$ cat config.mk
export PLATFORM = sky130hd
export DESIGN_NAME = sha256_hash_engine_top
export DESIGN_NICKNAME = d
export VERILOG_FILES = /design/src/hw/rtl/sha256_pkg.sv /design/src/hw/rtl/sha256_round.sv /design/src/hw/rtl/sha256_ctrl.sv /design/src/hw/rtl/sha256_hash_engine_top.sv
export SDC_FILE = /design/constraint.sdc
export NUM_CORES = 2
export LEC_CHECK = 0
export ABC_CLOCK_PERIOD_IN_PS = 14800
export BUFFER_PORTS_ARGS = -buffer_cell sky130_fd_sc_hd__buf_2
export CORE_MARGIN = 2
export CORE_UTILIZATION = 30
export CTS_BUF_LIST = sky130_fd_sc_hd__clkbuf_2 sky130_fd_sc_hd__clkbuf_4 sky130_fd_sc_hd__clkbuf_8
export CTS_CLUSTER_DIAMETER = 150
export DETAILED_ROUTE_END_ITERATION = 16
export PLACE_DENSITY_LB_ADDON = 0.3
export SETUP_SLACK_MARGIN = 0.4
export SLEW_MARGIN = 20
export SYNTH_ARGS = -nofsm -noshare
export SYNTH_HDL_FRONTEND = slang
export SYNTH_SLANG_ARGS = --single-unit
export TNS_END_PERCENT = 1
$ cat constraint.sdc
create_clock -name i_clk -period 14.8 [get_ports i_clk]
set_clock_uncertainty 0.2 [all_clocks]
set_input_delay 1.48 -clock i_clk [delete_from_list [all_inputs] [get_ports i_clk]]
set_output_delay 1.48 -clock i_clk [all_outputs]
set_load 0.01 [all_outputs]
$ cat src/hw/rtl/sha256_pkg.sv
`timescale 1ns / 1ps
// ----------------------------------------------------------------------------
// sha256_pkg
// Types, round constants and helper functions for the SHA-256 engine.
// ----------------------------------------------------------------------------
package sha256_pkg;

    localparam logic [31:0] K_ROUND [64] = '{
        32'h428a2f98, 32'h71374491, 32'hb5c0fbcf, 32'he9b5dba5,
        32'h3956c25b, 32'h59f111f1, 32'h923f82a4, 32'hab1c5ed5,
        32'hd807aa98, 32'h12835b01, 32'h243185be, 32'h550c7dc3,
        32'h72be5d74, 32'h80deb1fe, 32'h9bdc06a7, 32'hc19bf174,
        32'he49b69c1, 32'hefbe4786, 32'h0fc19dc6, 32'h240ca1cc,
        32'h2de92c6f, 32'h4a7484aa, 32'h5cb0a9dc, 32'h76f988da,
        32'h983e5152, 32'ha831c66d, 32'hb00327c8, 32'hbf597fc7,
        32'hc6e00bf3, 32'hd5a79147, 32'h06ca6351, 32'h14292967,
        32'h27b70a85, 32'h2e1b2138, 32'h4d2c6dfc, 32'h53380d13,
        32'h650a7354, 32'h766a0abb, 32'h81c2c92e, 32'h92722c85,
        32'ha2bfe8a1, 32'ha81a664b, 32'hc24b8b70, 32'hc76c51a3,
        32'hd192e819, 32'hd6990624, 32'hf40e3585, 32'h106aa070,
        32'h19a4c116, 32'h1e376c08, 32'h2748774c, 32'h34b0bcb5,
        32'h391c0cb3, 32'h4ed8aa4a, 32'h5b9cca4f, 32'h682e6ff3,
        32'h748f82ee, 32'h78a5636f, 32'h84c87814, 32'h8cc70208,
        32'h90befffa, 32'ha4506ceb, 32'hbef9a3f7, 32'hc67178f2
    };

    localparam logic [31:0] H_INIT [8] = '{
        32'h6a09e667, 32'hbb67ae85, 32'h3c6ef372, 32'ha54ff53a,
        32'h510e527f, 32'h9b05688c, 32'h1f83d9ab, 32'h5be0cd19
    };

    localparam logic [7:0] PAD_MARK    = 8'h80;
    localparam logic [5:0] POS_LAST    = 6'd63;
    localparam logic [5:0] POS_LEN     = 6'd56;
    localparam logic [5:0] RND_LAST    = 6'd63;

    typedef enum logic [1:0] {
        S_IDLE,
        S_PAD,
        S_COMP,
        S_FIN
    } t_state;

    typedef enum logic [1:0] {
        BSEL_IN,
        BSEL_MARK,
        BSEL_ZERO,
        BSEL_LEN
    } t_bsel;

    typedef struct packed {
        logic       shift_en;
        t_bsel      bsel;
        logic [2:0] len_idx;
        logic       len_add;
        logic       init_work;
        logic       round_en;
        logic [5:0] rnd;
        logic       chain_add;
        logic       digest_cap;
    } t_ctl;

    typedef logic [31:0] t_word8 [8];

    function automatic logic [31:0] rotr(input logic [31:0] x, input int n);
        return (x >> n) | (x << (32 - n));
    endfunction

    function automatic logic [31:0] bsig0(input logic [31:0] x);
        return rotr(x, 2) ^ rotr(x, 13) ^ rotr(x, 22);
    endfunction

    function automatic logic [31:0] bsig1(input logic [31:0] x);
        return rotr(x, 6) ^ rotr(x, 11) ^ rotr(x, 25);
    endfunction

    function automatic logic [31:0] ssig0(input logic [31:0] x);
        return rotr(x, 7) ^ rotr(x, 18) ^ (x >> 3);
    endfunction

    function automatic logic [31:0] ssig1(input logic [31:0] x);
        return rotr(x, 17) ^ rotr(x, 19) ^ (x >> 10);
    endfunction

endpackage

$ cat src/hw/rtl/sha256_round.sv
`timescale 1ns / 1ps
// ----------------------------------------------------------------------------
// sha256_round
// Shared round unit: one compression round and one schedule word per use.
// ----------------------------------------------------------------------------
module sha256_round (
    input  logic [31:0] i_a,
    input  logic [31:0] i_b,
    input  logic [31:0] i_c,
    input  logic [31:0] i_d,
    input  logic [31:0] i_e,
    input  logic [31:0] i_f,
    input  logic [31:0] i_g,
    input  logic [31:0] i_h,
    input  logic [31:0] i_k,
    input  logic [31:0] i_w0,
    input  logic [31:0] i_w1,
    input  logic [31:0] i_w9,
    input  logic [31:0] i_w14,
    output logic [31:0] o_a,
    output logic [31:0] o_e,
    output logic [31:0] o_w_new
);

    logic [31:0] w_t1;
    logic [31:0] w_t2;

    assign w_t1 = i_h + sha256_pkg::bsig1(i_e) + ((i_e & i_f) ^ (~i_e & i_g)) + i_k + i_w0;
    assign w_t2 = sha256_pkg::bsig0(i_a) + ((i_a & i_b) ^ (i_a & i_c) ^ (i_b & i_c));
    assign o_a  = w_t1 + w_t2;
    assign o_e  = i_d + w_t1;

    // word sixteen ahead of the current one
    assign o_w_new = sha256_pkg::ssig1(i_w14) + i_w9 + sha256_pkg::ssig0(i_w1) + i_w0;

endmodule

$ cat src/hw/rtl/sha256_ctrl.sv
`timescale 1ns / 1ps
// ----------------------------------------------------------------------------
// sha256_ctrl
// Sequencer: byte fill, padding, round count and digest hand-off.
// ----------------------------------------------------------------------------
module sha256_ctrl (
    input  logic              i_clk,
    input  logic              i_rst_n,
    input  logic              i_in_valid,
    input  logic              i_has_byte,
    input  logic              i_end_of_message,
    input  logic              i_out_busy,
    output logic              o_in_ready,
    output sha256_pkg::t_ctl  o_ctl
);

    sha256_pkg::t_state r_state, n_state;
    logic [5:0] r_pos, n_pos;
    logic [5:0] r_rnd, n_rnd;
    logic       r_eom, n_eom;
    logic       r_first, n_first;
    logic       r_final, n_final;
    logic       r_padding, n_padding;
    logic       w_acc;

    assign w_acc = (r_state == sha256_pkg::S_IDLE) && i_in_valid;

    always_comb begin
        n_state   = r_state;
        n_pos     = r_pos;
        n_rnd     = r_rnd;
        n_eom     = r_eom;
        n_first   = r_first;
        n_final   = r_final;
        n_padding = r_padding;
        case (r_state)
            sha256_pkg::S_IDLE: begin
                if (w_acc) begin
                    if (i_has_byte) begin
                        n_pos = r_pos + 6'd1;
                    end
                    if (i_has_byte && r_pos == sha256_pkg::POS_LAST) begin
                        n_state = sha256_pkg::S_COMP;
                        n_rnd   = '0;
                        n_eom   = i_end_of_message;
                    end else if (i_end_of_message) begin
                        n_state   = sha256_pkg::S_PAD;
                        n_first   = 1'b1;
                        n_padding = 1'b1;
                    end
                end
            end
            sha256_pkg::S_PAD: begin
                n_pos   = r_pos + 6'd1;
                n_first = 1'b0;
                if (r_first) begin
                    n_final = (r_pos < sha256_pkg::POS_LEN);
                end
                if (r_pos == sha256_pkg::POS_LAST) begin
                    n_state = sha256_pkg::S_COMP;
                    n_rnd   = '0;
                end
            end
            sha256_pkg::S_COMP: begin
                n_rnd = r_rnd + 6'd1;
                if (r_rnd == sha256_pkg::RND_LAST) begin
                    n_state = sha256_pkg::S_FIN;
                end
            end
            sha256_pkg::S_FIN: begin
                if (r_padding && r_final) begin
                    // hold until the previous digest is taken
                    if (!i_out_busy) begin
                        n_state   = sha256_pkg::S_IDLE;
                        n_padding = 1'b0;
                        n_final   = 1'b0;
                    end
                end else if (r_padding) begin
                    n_state = sha256_pkg::S_PAD;
                    n_final = 1'b1;
                end else if (r_eom) begin
                    n_state   = sha256_pkg::S_PAD;
                    n_first   = 1'b1;
                    n_padding = 1'b1;
                    n_eom     = 1'b0;
                end else begin
                    n_state = sha256_pkg::S_IDLE;
                end
            end
            default: begin
                n_state = sha256_pkg::S_IDLE;
            end
        endcase
    end

    always_comb begin
        o_in_ready     = 1'b0;
        o_ctl          = '0;
        o_ctl.bsel     = sha256_pkg::BSEL_IN;
        o_ctl.len_idx  = r_pos[2:0];
        o_ctl.rnd      = r_rnd;
        case (r_state)
            sha256_pkg::S_IDLE: begin
                o_in_ready      = 1'b1;
                o_ctl.shift_en  = w_acc && i_has_byte;
                o_ctl.len_add   = w_acc && i_has_byte;
                o_ctl.init_work = w_acc && i_has_byte && (r_pos == sha256_pkg::POS_LAST);
            end
            sha256_pkg::S_PAD: begin
                o_ctl.shift_en  = 1'b1;
                o_ctl.init_work = (r_pos == sha256_pkg::POS_LAST);
                if (r_first) begin
                    o_ctl.bsel = sha256_pkg::BSEL_MARK;
                end else if (r_final && r_pos >= sha256_pkg::POS_LEN) begin
                    o_ctl.bsel = sha256_pkg::BSEL_LEN;
                end else begin
                    o_ctl.bsel = sha256_pkg::BSEL_ZERO;
                end
            end
            sha256_pkg::S_COMP: begin
                o_ctl.round_en = 1'b1;
            end
            sha256_pkg::S_FIN: begin
                o_ctl.chain_add  = !(r_padding && r_final);
                o_ctl.digest_cap = r_padding && r_final && !i_out_busy;
            end
            default: begin
                o_in_ready = 1'b0;
            end
        endcase
    end

    always_ff @(posedge i_clk) begin
        if (!i_rst_n) begin
            r_state   <= sha256_pkg::S_IDLE;
            r_pos     <= '0;
            r_rnd     <= '0;
            r_eom     <= 1'b0;
            r_first   <= 1'b0;
            r_final   <= 1'b0;
            r_padding <= 1'b0;
        end else begin
            r_state   <= n_state;
            r_pos     <= n_pos;
            r_rnd     <= n_rnd;
            r_eom     <= n_eom;
            r_first   <= n_first;
            r_final   <= n_final;
            r_padding <= n_padding;
        end
    end

endmodule

$ cat src/hw/rtl/sha256_hash_engine_top.sv
`timescale 1ns / 1ps
// ----------------------------------------------------------------------------
// sha256_hash_engine_top
// SHA-256 over a byte stream; one 256-bit digest per message.
// ----------------------------------------------------------------------------
//  channel  | handshake                    | payload
//  ---------+------------------------------+-----------------------------------
//  in       | i_in_valid / o_in_ready      | has_byte, msg_byte, end_of_message
//  out      | o_out_valid / i_out_ready    | digest_hi .. digest_lo
//
//  A plain byte item that fills no block leaves input ready; one that fills a
//  64-byte block adds 64 rounds on the shared round unit plus one chaining add.
//  An end item adds 9 to 72 padding bytes (one byte a cycle) and one or two
//  compressions. Reset clears the sequencer and loads the initial hash.
//  A pending digest does not block input; a second digest waits for it.
// ----------------------------------------------------------------------------
module sha256_hash_engine_top (
    input  logic        i_clk,
    input  logic        i_rst_n,
    input  logic        i_in_valid,
    output logic        o_in_ready,
    input  logic        i_has_byte,
    input  logic [7:0]  i_msg_byte,
    input  logic        i_end_of_message,
    output logic        o_out_valid,
    input  logic        i_out_ready,
    output logic [63:0] o_digest_hi,
    output logic [63:0] o_digest_mid_hi,
    output logic [63:0] o_digest_mid_lo,
    output logic [63:0] o_digest_lo
);

    sha256_pkg::t_ctl w_ctl;
    logic [511:0] r_blk;
    logic [63:0]  r_len;
    logic [31:0]  r_chain [8];
    logic [31:0]  r_work  [8];
    logic         r_ovalid;
    logic [63:0]  r_dig   [4];
    logic [63:0]  w_lsh;
    logic [7:0]   w_byte;
    logic [31:0]  w_a_new;
    logic [31:0]  w_e_new;
    logic [31:0]  w_w_new;
    logic [31:0]  w_sum   [8];

    sha256_ctrl u_ctrl (
        .i_clk            (i_clk),
        .i_rst_n          (i_rst_n),
        .i_in_valid       (i_in_valid),
        .i_has_byte       (i_has_byte),
        .i_end_of_message (i_end_of_message),
        .i_out_busy       (r_ovalid && !i_out_ready),
        .o_in_ready       (o_in_ready),
        .o_ctl            (w_ctl)
    );

    sha256_round u_round (
        .i_a     (r_work[0]),
        .i_b     (r_work[1]),
        .i_c     (r_work[2]),
        .i_d     (r_work[3]),
        .i_e     (r_work[4]),
        .i_f     (r_work[5]),
        .i_g     (r_work[6]),
        .i_h     (r_work[7]),
        .i_k     (sha256_pkg::K_ROUND[w_ctl.rnd]),
        .i_w0    (r_blk[511:480]),
        .i_w1    (r_blk[479:448]),
        .i_w9    (r_blk[223:192]),
        .i_w14   (r_blk[63:32]),
        .o_a     (w_a_new),
        .o_e     (w_e_new),
        .o_w_new (w_w_new)
    );

    // length byte, most significant first
    assign w_lsh = r_len << {w_ctl.len_idx, 3'b000};

    always_comb begin
        case (w_ctl.bsel)
            sha256_pkg::BSEL_IN:   w_byte = i_msg_byte;
            sha256_pkg::BSEL_MARK: w_byte = sha256_pkg::PAD_MARK;
            sha256_pkg::BSEL_LEN:  w_byte = w_lsh[63:56];
            default:               w_byte = '0;
        endcase
    end

    always_comb begin
        for (int k = 0; k < 8; k++) begin
            w_sum[k] = r_chain[k] + r_work[k];
        end
    end

    // block buffer and schedule window share one shift line
    always_ff @(posedge i_clk) begin
        if (w_ctl.shift_en) begin
            r_blk <= {r_blk[503:0], w_byte};
        end else if (w_ctl.round_en) begin
            r_blk <= {r_blk[479:0], w_w_new};
        end
    end

    always_ff @(posedge i_clk) begin
        if (w_ctl.init_work) begin
            r_work <= r_chain;
        end else if (w_ctl.round_en) begin
            r_work[0] <= w_a_new;
            r_work[1] <= r_work[0];
            r_work[2] <= r_work[1];
            r_work[3] <= r_work[2];
            r_work[4] <= w_e_new;
            r_work[5] <= r_work[4];
            r_work[6] <= r_work[5];
            r_work[7] <= r_work[6];
        end
    end

    always_ff @(posedge i_clk) begin
        if (!i_rst_n) begin
            r_chain <= sha256_pkg::H_INIT;
            r_len   <= '0;
        end else if (w_ctl.digest_cap) begin
            r_chain <= sha256_pkg::H_INIT;
            r_len   <= '0;
        end else begin
            if (w_ctl.chain_add) begin
                r_chain <= w_sum;
            end
            if (w_ctl.len_add) begin
                r_len <= r_len + 64'd8;
            end
        end
    end

    always_ff @(posedge i_clk) begin
        if (!i_rst_n) begin
            r_ovalid <= 1'b0;
        end else if (w_ctl.digest_cap) begin
            r_ovalid <= 1'b1;
        end else if (i_out_ready) begin
            r_ovalid <= 1'b0;
        end
    end

    always_ff @(posedge i_clk) begin
        if (w_ctl.digest_cap) begin
            r_dig[0] <= {w_sum[0], w_sum[1]};
            r_dig[1] <= {w_sum[2], w_sum[3]};
            r_dig[2] <= {w_sum[4], w_sum[5]};
            r_dig[3] <= {w_sum[6], w_sum[7]};
        end
    end

    assign o_out_valid     = r_ovalid;
    assign o_digest_hi     = r_dig[0];
    assign o_digest_mid_hi = r_dig[1];
    assign o_digest_mid_lo = r_dig[2];
    assign o_digest_lo     = r_dig[3];

endmodule

---- Word level (Yosys, flattened, before mapping) ----
Memories as Yosys holds them, arrays and structs flattened.
Cells that the tools add are included.
operators by class
  equal/unequal tests ..................... 21
  reduce and logical (&&, ||, !) cells .... 29
  add/sub/neg operators ................... 21
  shift-type cells ........................ 1
  muxes and demuxes ....................... 58
  order comparisons ....................... 3
  bitwise gates (word level) .............. 29
operators by type and width
  cell                     count
  $mux W512                2
  $add A32 B32 Y32         18
  $mux W256                2
  $xor A32 B32 Y32         9
  $and A32 B32 Y32         5
  $add A64 B4 Y64 const B  1
  $mux W32                 2
  $shl A64 B6 Y64          1
  $not A32 Y32             1
  $or A10 B32 Y32          1
  $or A13 B32 Y32          1
  $or A14 B32 Y32          1
  $or A15 B32 Y32          1
  $or A19 B32 Y32          1
  $or A21 B32 Y32          1
  $or A25 B32 Y32          1
  $or A26 B32 Y32          1
  $or A30 B32 Y32          1
  $or A7 B32 Y32           1
  $xor A32 B22 Y32         1
  $xor A32 B29 Y32         1
  $mux W6                  5
  $mux W1                  26
  $pmux W8 S3              1
  29 further kinds         77
word-level totals
  bits in read-only memories .............. 2048
  word-level logic and storage cells ...... 190
  bits in registers ....................... 1107
  memories kept ........................... 2
  RAM bits ................................ 256
  input port bits ......................... 14
memory list
  name             words  bits a word  read ports  clocked after memory_dff  write ports  RTL line                      text
  (no name shown)  64     32           1           0                         0            sha256_hash_engine_top.sv:67  .i_k (sha256_pkg::K_ROUND[w_ctl.rnd]),
  r_dig            4      64           4           0                         4            sha256_hash_engine_top.sv:39  logic [63:0] r_dig [4];

---- Logic depth before layout (Yosys ltp) ----
  depth in word-level cells ............... 10
  mapped depth ............................ 36
  depth with buffers taken out ............ 34

---- Modules after synthesis ----
A second synthesis with hierarchy kept.
unflattened totals
  cells, all modules ...................... 7351
  area, all modules ....................... 82544.2 sq um
modules (own cells, without submodules)
  module                  area an instance (sq um)  instances  cells an instance
  sha256_hash_engine_top  67349.6                   1          5482
  sha256_round            13950.9                   1          1720
  sha256_ctrl             1243.7                    1          149

---- Worst setup path before layout ----
OpenSTA, ideal clock, no wires.
  kind .................................... input port to flip-flop
  start point ............................. in i_out_ready
  end point ............................... reg r_chain[255] (netlist name)
  required time ........................... 14.478 ns
  arrival time ............................ 14.940 ns
  stages on the path ...................... 6
  setup time .............................. 0.122 ns
  slack ................................... -0.462 ns
  cells stage by stage .................... nand2b_1 > nor2b_1 > nor2b_1 > and3_1 > mux2i_1 > nand3_1
RTL lines
  item                  RTL line                       text
  start, declared       sha256_hash_engine_top.sv:26   input logic i_out_ready,
  end signal, assigned  sha256_hash_engine_top.sv:121  r_chain <= sha256_pkg::H_INIT;
  end signal, assigned  sha256_hash_engine_top.sv:124  r_chain <= sha256_pkg::H_INIT;
  end signal, assigned  sha256_hash_engine_top.sv:128  r_chain <= w_sum;
  end, declared         sha256_hash_engine_top.sv:36   logic [31:0] r_chain [8];

---- Worst setup path in the final report ----
  start point ............................. reg u_ctrl.r_rnd[0]
  end point ............................... reg r_work[253] (netlist name) (data pin)
between the ends
  cells in the longest elaborated chain, start to end .. 9
RTL lines
  item                                          RTL line                       text
  start, declared                               sha256_ctrl.sv:19              logic [5:0] r_rnd, n_rnd;
  start signal, assigned                        sha256_ctrl.sv:145             r_rnd <= n_rnd;
  $not A6 Y7 (implied by the code)              sha256_hash_engine_top.sv:67
  $mem_v2 Z64 W32                               -
  $mux W32 (implied by the code) (2 in series)  sha256_hash_engine_top.sv:67
  $add A32 B32 Y32 (2 in series)                sha256_round.sv:28             assign w_t1 = i_h + sha256_pkg::bsig1(i_e) + ((i_e & i_f) ^ (~i_e & i_g)) + i_k + i_w0;
  $add A32 B32 Y32                              sha256_round.sv:30             assign o_a = w_t1 + w_t2;
  $mux W256                                     sha256_hash_engine_top.sv:107  end else if (w_ctl.round_en) begin
  $mux W256                                     sha256_hash_engine_top.sv:105  if (w_ctl.init_work) begin
  end signal, assigned                          sha256_hash_engine_top.sv:106  r_work <= r_chain;
  end, declared                                 sha256_hash_engine_top.sv:37   logic [31:0] r_work [8];
No other way between the ends. The select of a mux whose other input is x is not followed.
A chain may end at the register's enable or synchronous reset.

==> results.md <==
- Clk sink count: 1360
- Final Slew Violations: 0
- Post-route DRC: 0
- Fraction of the mapped netlist area in adder cells: 0.1124
- Final Hold Viols: 0
- Commonest non-fill, non-tap cell in the layout: nand2_1
- Die X: 525.3 um
- Reg2Reg Capture Point: r_work[253]$_DFFE_PP_
- Pre-CTS WS: ~5.3 ns
- Synth Area per Inst: 9.253 um^2
- Simple-gate share of the synthesized area: 0.1854
- Reg2Reg Depth: 32
- Critical path class: flop to flop
- Cell count after synthesis: 8810
- Vias/cell: 5.066
- Critical Path End Type: flop
- Prevailing post-synth register cell: edfxtp_1
- Critical path fanouts, max: 13
- Period utilisation layout: 0.6441
- Xor and xnor fraction of the mapped netlist area: 0.07090
- Final worst slack: 5.267 ns
- Layout cells sized above 1: 0.09497
- CTS Buffer Depth: 4
- Drt pass-1 iters: 5
- Post-Synthesis Cell Area: 81520 um^2
- Worst setup SP type: flop
- RSZ-0062 raised after global routing: false
- Final WL: between 200000 and 300000 um
- Met2 usage: 0.2972
- CTS Hold Bufs: 0
- Worst hold margin: 0.2755 ns
- Hold Path End: r_chain[185]$_SDFFE_PP0P_
- GR Layer Usage met3: 0.03512
- Nets: roughly 9500
- Post-synthesis cell type count: 96
- HP Start: r_chain[185]$_SDFFE_PP0P_
- Final Cell Area: a little over 90000 um^2
- Arr. time, crit path: 10.01 ns
- Setup slack, reg-to-reg: 5.27 ns
- Synth Area in Compound Gates: 0.1190
- Max Cap Viol: 0
- Syn Nets: 9422
- Iter 0 DRT Violations: around 5700
- Initial Util: 0.3013
- Core area: 270500 um^2
- Area after DPL: 86140 um^2
- WHS Path Cells: 2
- Vias in the first global route: 63063
- Post-synth EDFFs: between 1000 and 1500
- TritonCTS clock tree: done
- Filler cells: around 28000
- First-pass GRT wire length: slightly above 400000 um
- Critical-path cell with the highest stage delay: ha_1
- Postcts setup bufs: 0
- Pin count of the biggest net entering global routing: ~220
- Dpl hpwl: around 200000 um
- GRT Total Usage: 0.1954
- Sequential area share after synthesis: 0.4597
- # port buffers: 271
- H-tree levels: 5
- Required @ worst endpoint: 15.28 ns
- P&R area growth vs syn: 12.27%
- FF+latch area: ~37000 um^2
- Final RePlAce weighted congestion: 0.9362
- Met1 usage: 0.2792
- Root buf cell: clkbuf_8
- Clock Pin Slew Worst Setup and Hold Paths: 0.06 ns
- Full die area: 275900 um^2
- Final min period: 9.533 ns
- Clk_lat worst skew: 0.96 ns
- Post-CTS Resized: 0
- Io pins: between 200 and 300
- Antenna Violating Nets Remaining: 0
- Initial antenna violation count: 13
- Yosys warnings: 0
- Rows: 191
- Ys async rst share: 0
- Most used routing layer: met2
- Via count: between 60000 and 70000
- Max incr delay on CP: around 0.70 ns
- Grt ovf: 0
- Status: finished, final reports clean
- Top cell by count, worst path: a21oi_1
- Most frequent cells in the layout: nand2_1 (2684), edfxtp_1 (1024), a21oi_1 (543)
- Slew headroom: 0.1107
- WL per Instance: 21.91 um
- Setup_tns: 0 ns
- Final Setup Violations: 0
- Fmax: 104.9 MHz
- Hold WC Path Type: flop to flop
- Worst R2R Start: u_ctrl.r_rnd[0]$_SDFFE_PN0P_
- Synthesized flop and latch total: 1360
- Post-synthesis mux area share: 0.01363
- Multi-input logic area: 40950 um^2
- Largest family of logic cells by synthesized area: simple AND/OR/NAND/NOR gates
- Die H: 525.3 um
- Worst Tran Pin Value: roughly 1.3 ns
- Num CTS Buffers: 270
==> synthesized netlist by cell type, types with 19 or more instances <==
cell type	instances	share of area
ha_1	403	0.062
nor2_1	438	0.020
nand3_1	154	0.0095
edfxtp_1	1024	0.38
dfxtp_1	336	0.083
nor2b_1	48	0.0037
a21boi_0	19	0.0017
clkbuf_1	444	0.020
o21a_1	48	0.0044
xor2_1	193	0.021
o211ai_1	40	0.0037
nand2_1	2686	0.12
fa_1	195	0.048
inv_1	362	0.017
a21oi_1	544	0.033
nand4_1	40	0.0031
buf_1	26	0.0012
nand2b_1	65	0.0050
maj3_1	22	0.0027
or3_1	32	0.0025
a31oi_1	47	0.0036
a21o_1	197	0.018
nor3_1	72	0.0044
xnor2_1	465	0.050
mux4_2	21	0.0058
a211oi_1	38	0.0035
and2_1	33	0.0025
o21ai_0	337	0.021
and3_1	63	0.0048
mux2i_1	48	0.0059
o21bai_1	52	0.0048
o31ai_1	30	0.0028
==> registers in the layout, summed over array words and instances, names as in the netlist <==
| name | cells |
|---|---|
| r_dig | 256 |
| u_ctrl.r_eom | 1 |
| r_blk | 512 |
| r_len | 61 |
| u_ctrl.r_final | 1 |
| u_ctrl.r_rnd | 6 |
| r_chain | 256 |
| u_ctrl.r_state | 2 |
| u_ctrl.r_padding | 1 |
| u_ctrl.r_pos | 6 |
| r_work | 256 |
| o_out_valid | 1 |
| u_ctrl.r_first | 1 |
==> critical path: cells and delay by family, from the launching register on <==
family | cells | cell delay (ns)
flops | 1 | 0.33
buf+inv | 3 | 0.85
simple gates | 5 | 1.10
compound gates | 16 | 3.45
xor+xnor | 2 | 0.61
mux | 1 | 0.26
fa+ha+maj | 5 | 2.47
==> area by class of cell <==
cell class	count	share of cell area
multi-input combinational	6608	0.4474
sequential	1360	0.4095
clock buffer	389	0.05180
tap	3570	0.04881
timing repair buffer	327	0.02078
inverter	367	0.01505
clock inverter	89	0.006412
antenna	6	0.0001641
==> cell families after synthesis <==
logic type      count (synthesis)
fa+ha+maj                     620
buf+inv                       842
flops                        1360
mux                            83
simple gates                 3697
compound gates               1549
xor+xnor                      659
==> metrics by stage <==
step,util,instances
2_1_floorplan,-,8810
3_3_place_gp,0.3184,12230
3_5_place_dp,0.3184,12231
4_1_cts,0.3381,12709
5_1_grt,0.3383,12715
6_report,0.3383,12716
==> routing by layer <==
| metal | routed length, um | part of all wire |
|---|---|---|
| met1 | 130600 | 0.47 |
| met2 | 121300 | 0.44 |
| met3 | 17840 | 0.064 |
| met4 | 8797 | 0.032 |
| met5 | 86 | 0.00031 |
==> worst max-delay path by stage <==
stage	startpoint	endpoint	slack (ns)	cells past startpoint
CTS	u_ctrl.r_rnd[0]$_SDFFE_PN0P_	r_work[253]$_DFFE_PP_	5.26	32
global route	u_ctrl.r_rnd[0]$_SDFFE_PN0P_	r_work[253]$_DFFE_PP_	4.74	32
finish	u_ctrl.r_rnd[0]$_SDFFE_PN0P_	r_work[253]$_DFFE_PP_	5.27	32
detailed placement	u_ctrl.r_rnd[0]$_SDFFE_PN0P_	r_work[253]$_DFFE_PP_	5.27	32
global placement	u_ctrl.r_rnd[0]$_SDFFE_PN0P_	r_work[253]$_DFFE_PP_	5.22	32
floorplan	i_out_ready	r_chain[127]$_SDFFE_PP0P_	4.90	7
Power is left out: the tool's default activity adds up to more than one toggle a clock period on the data nets, which glitch-free logic cannot reach.
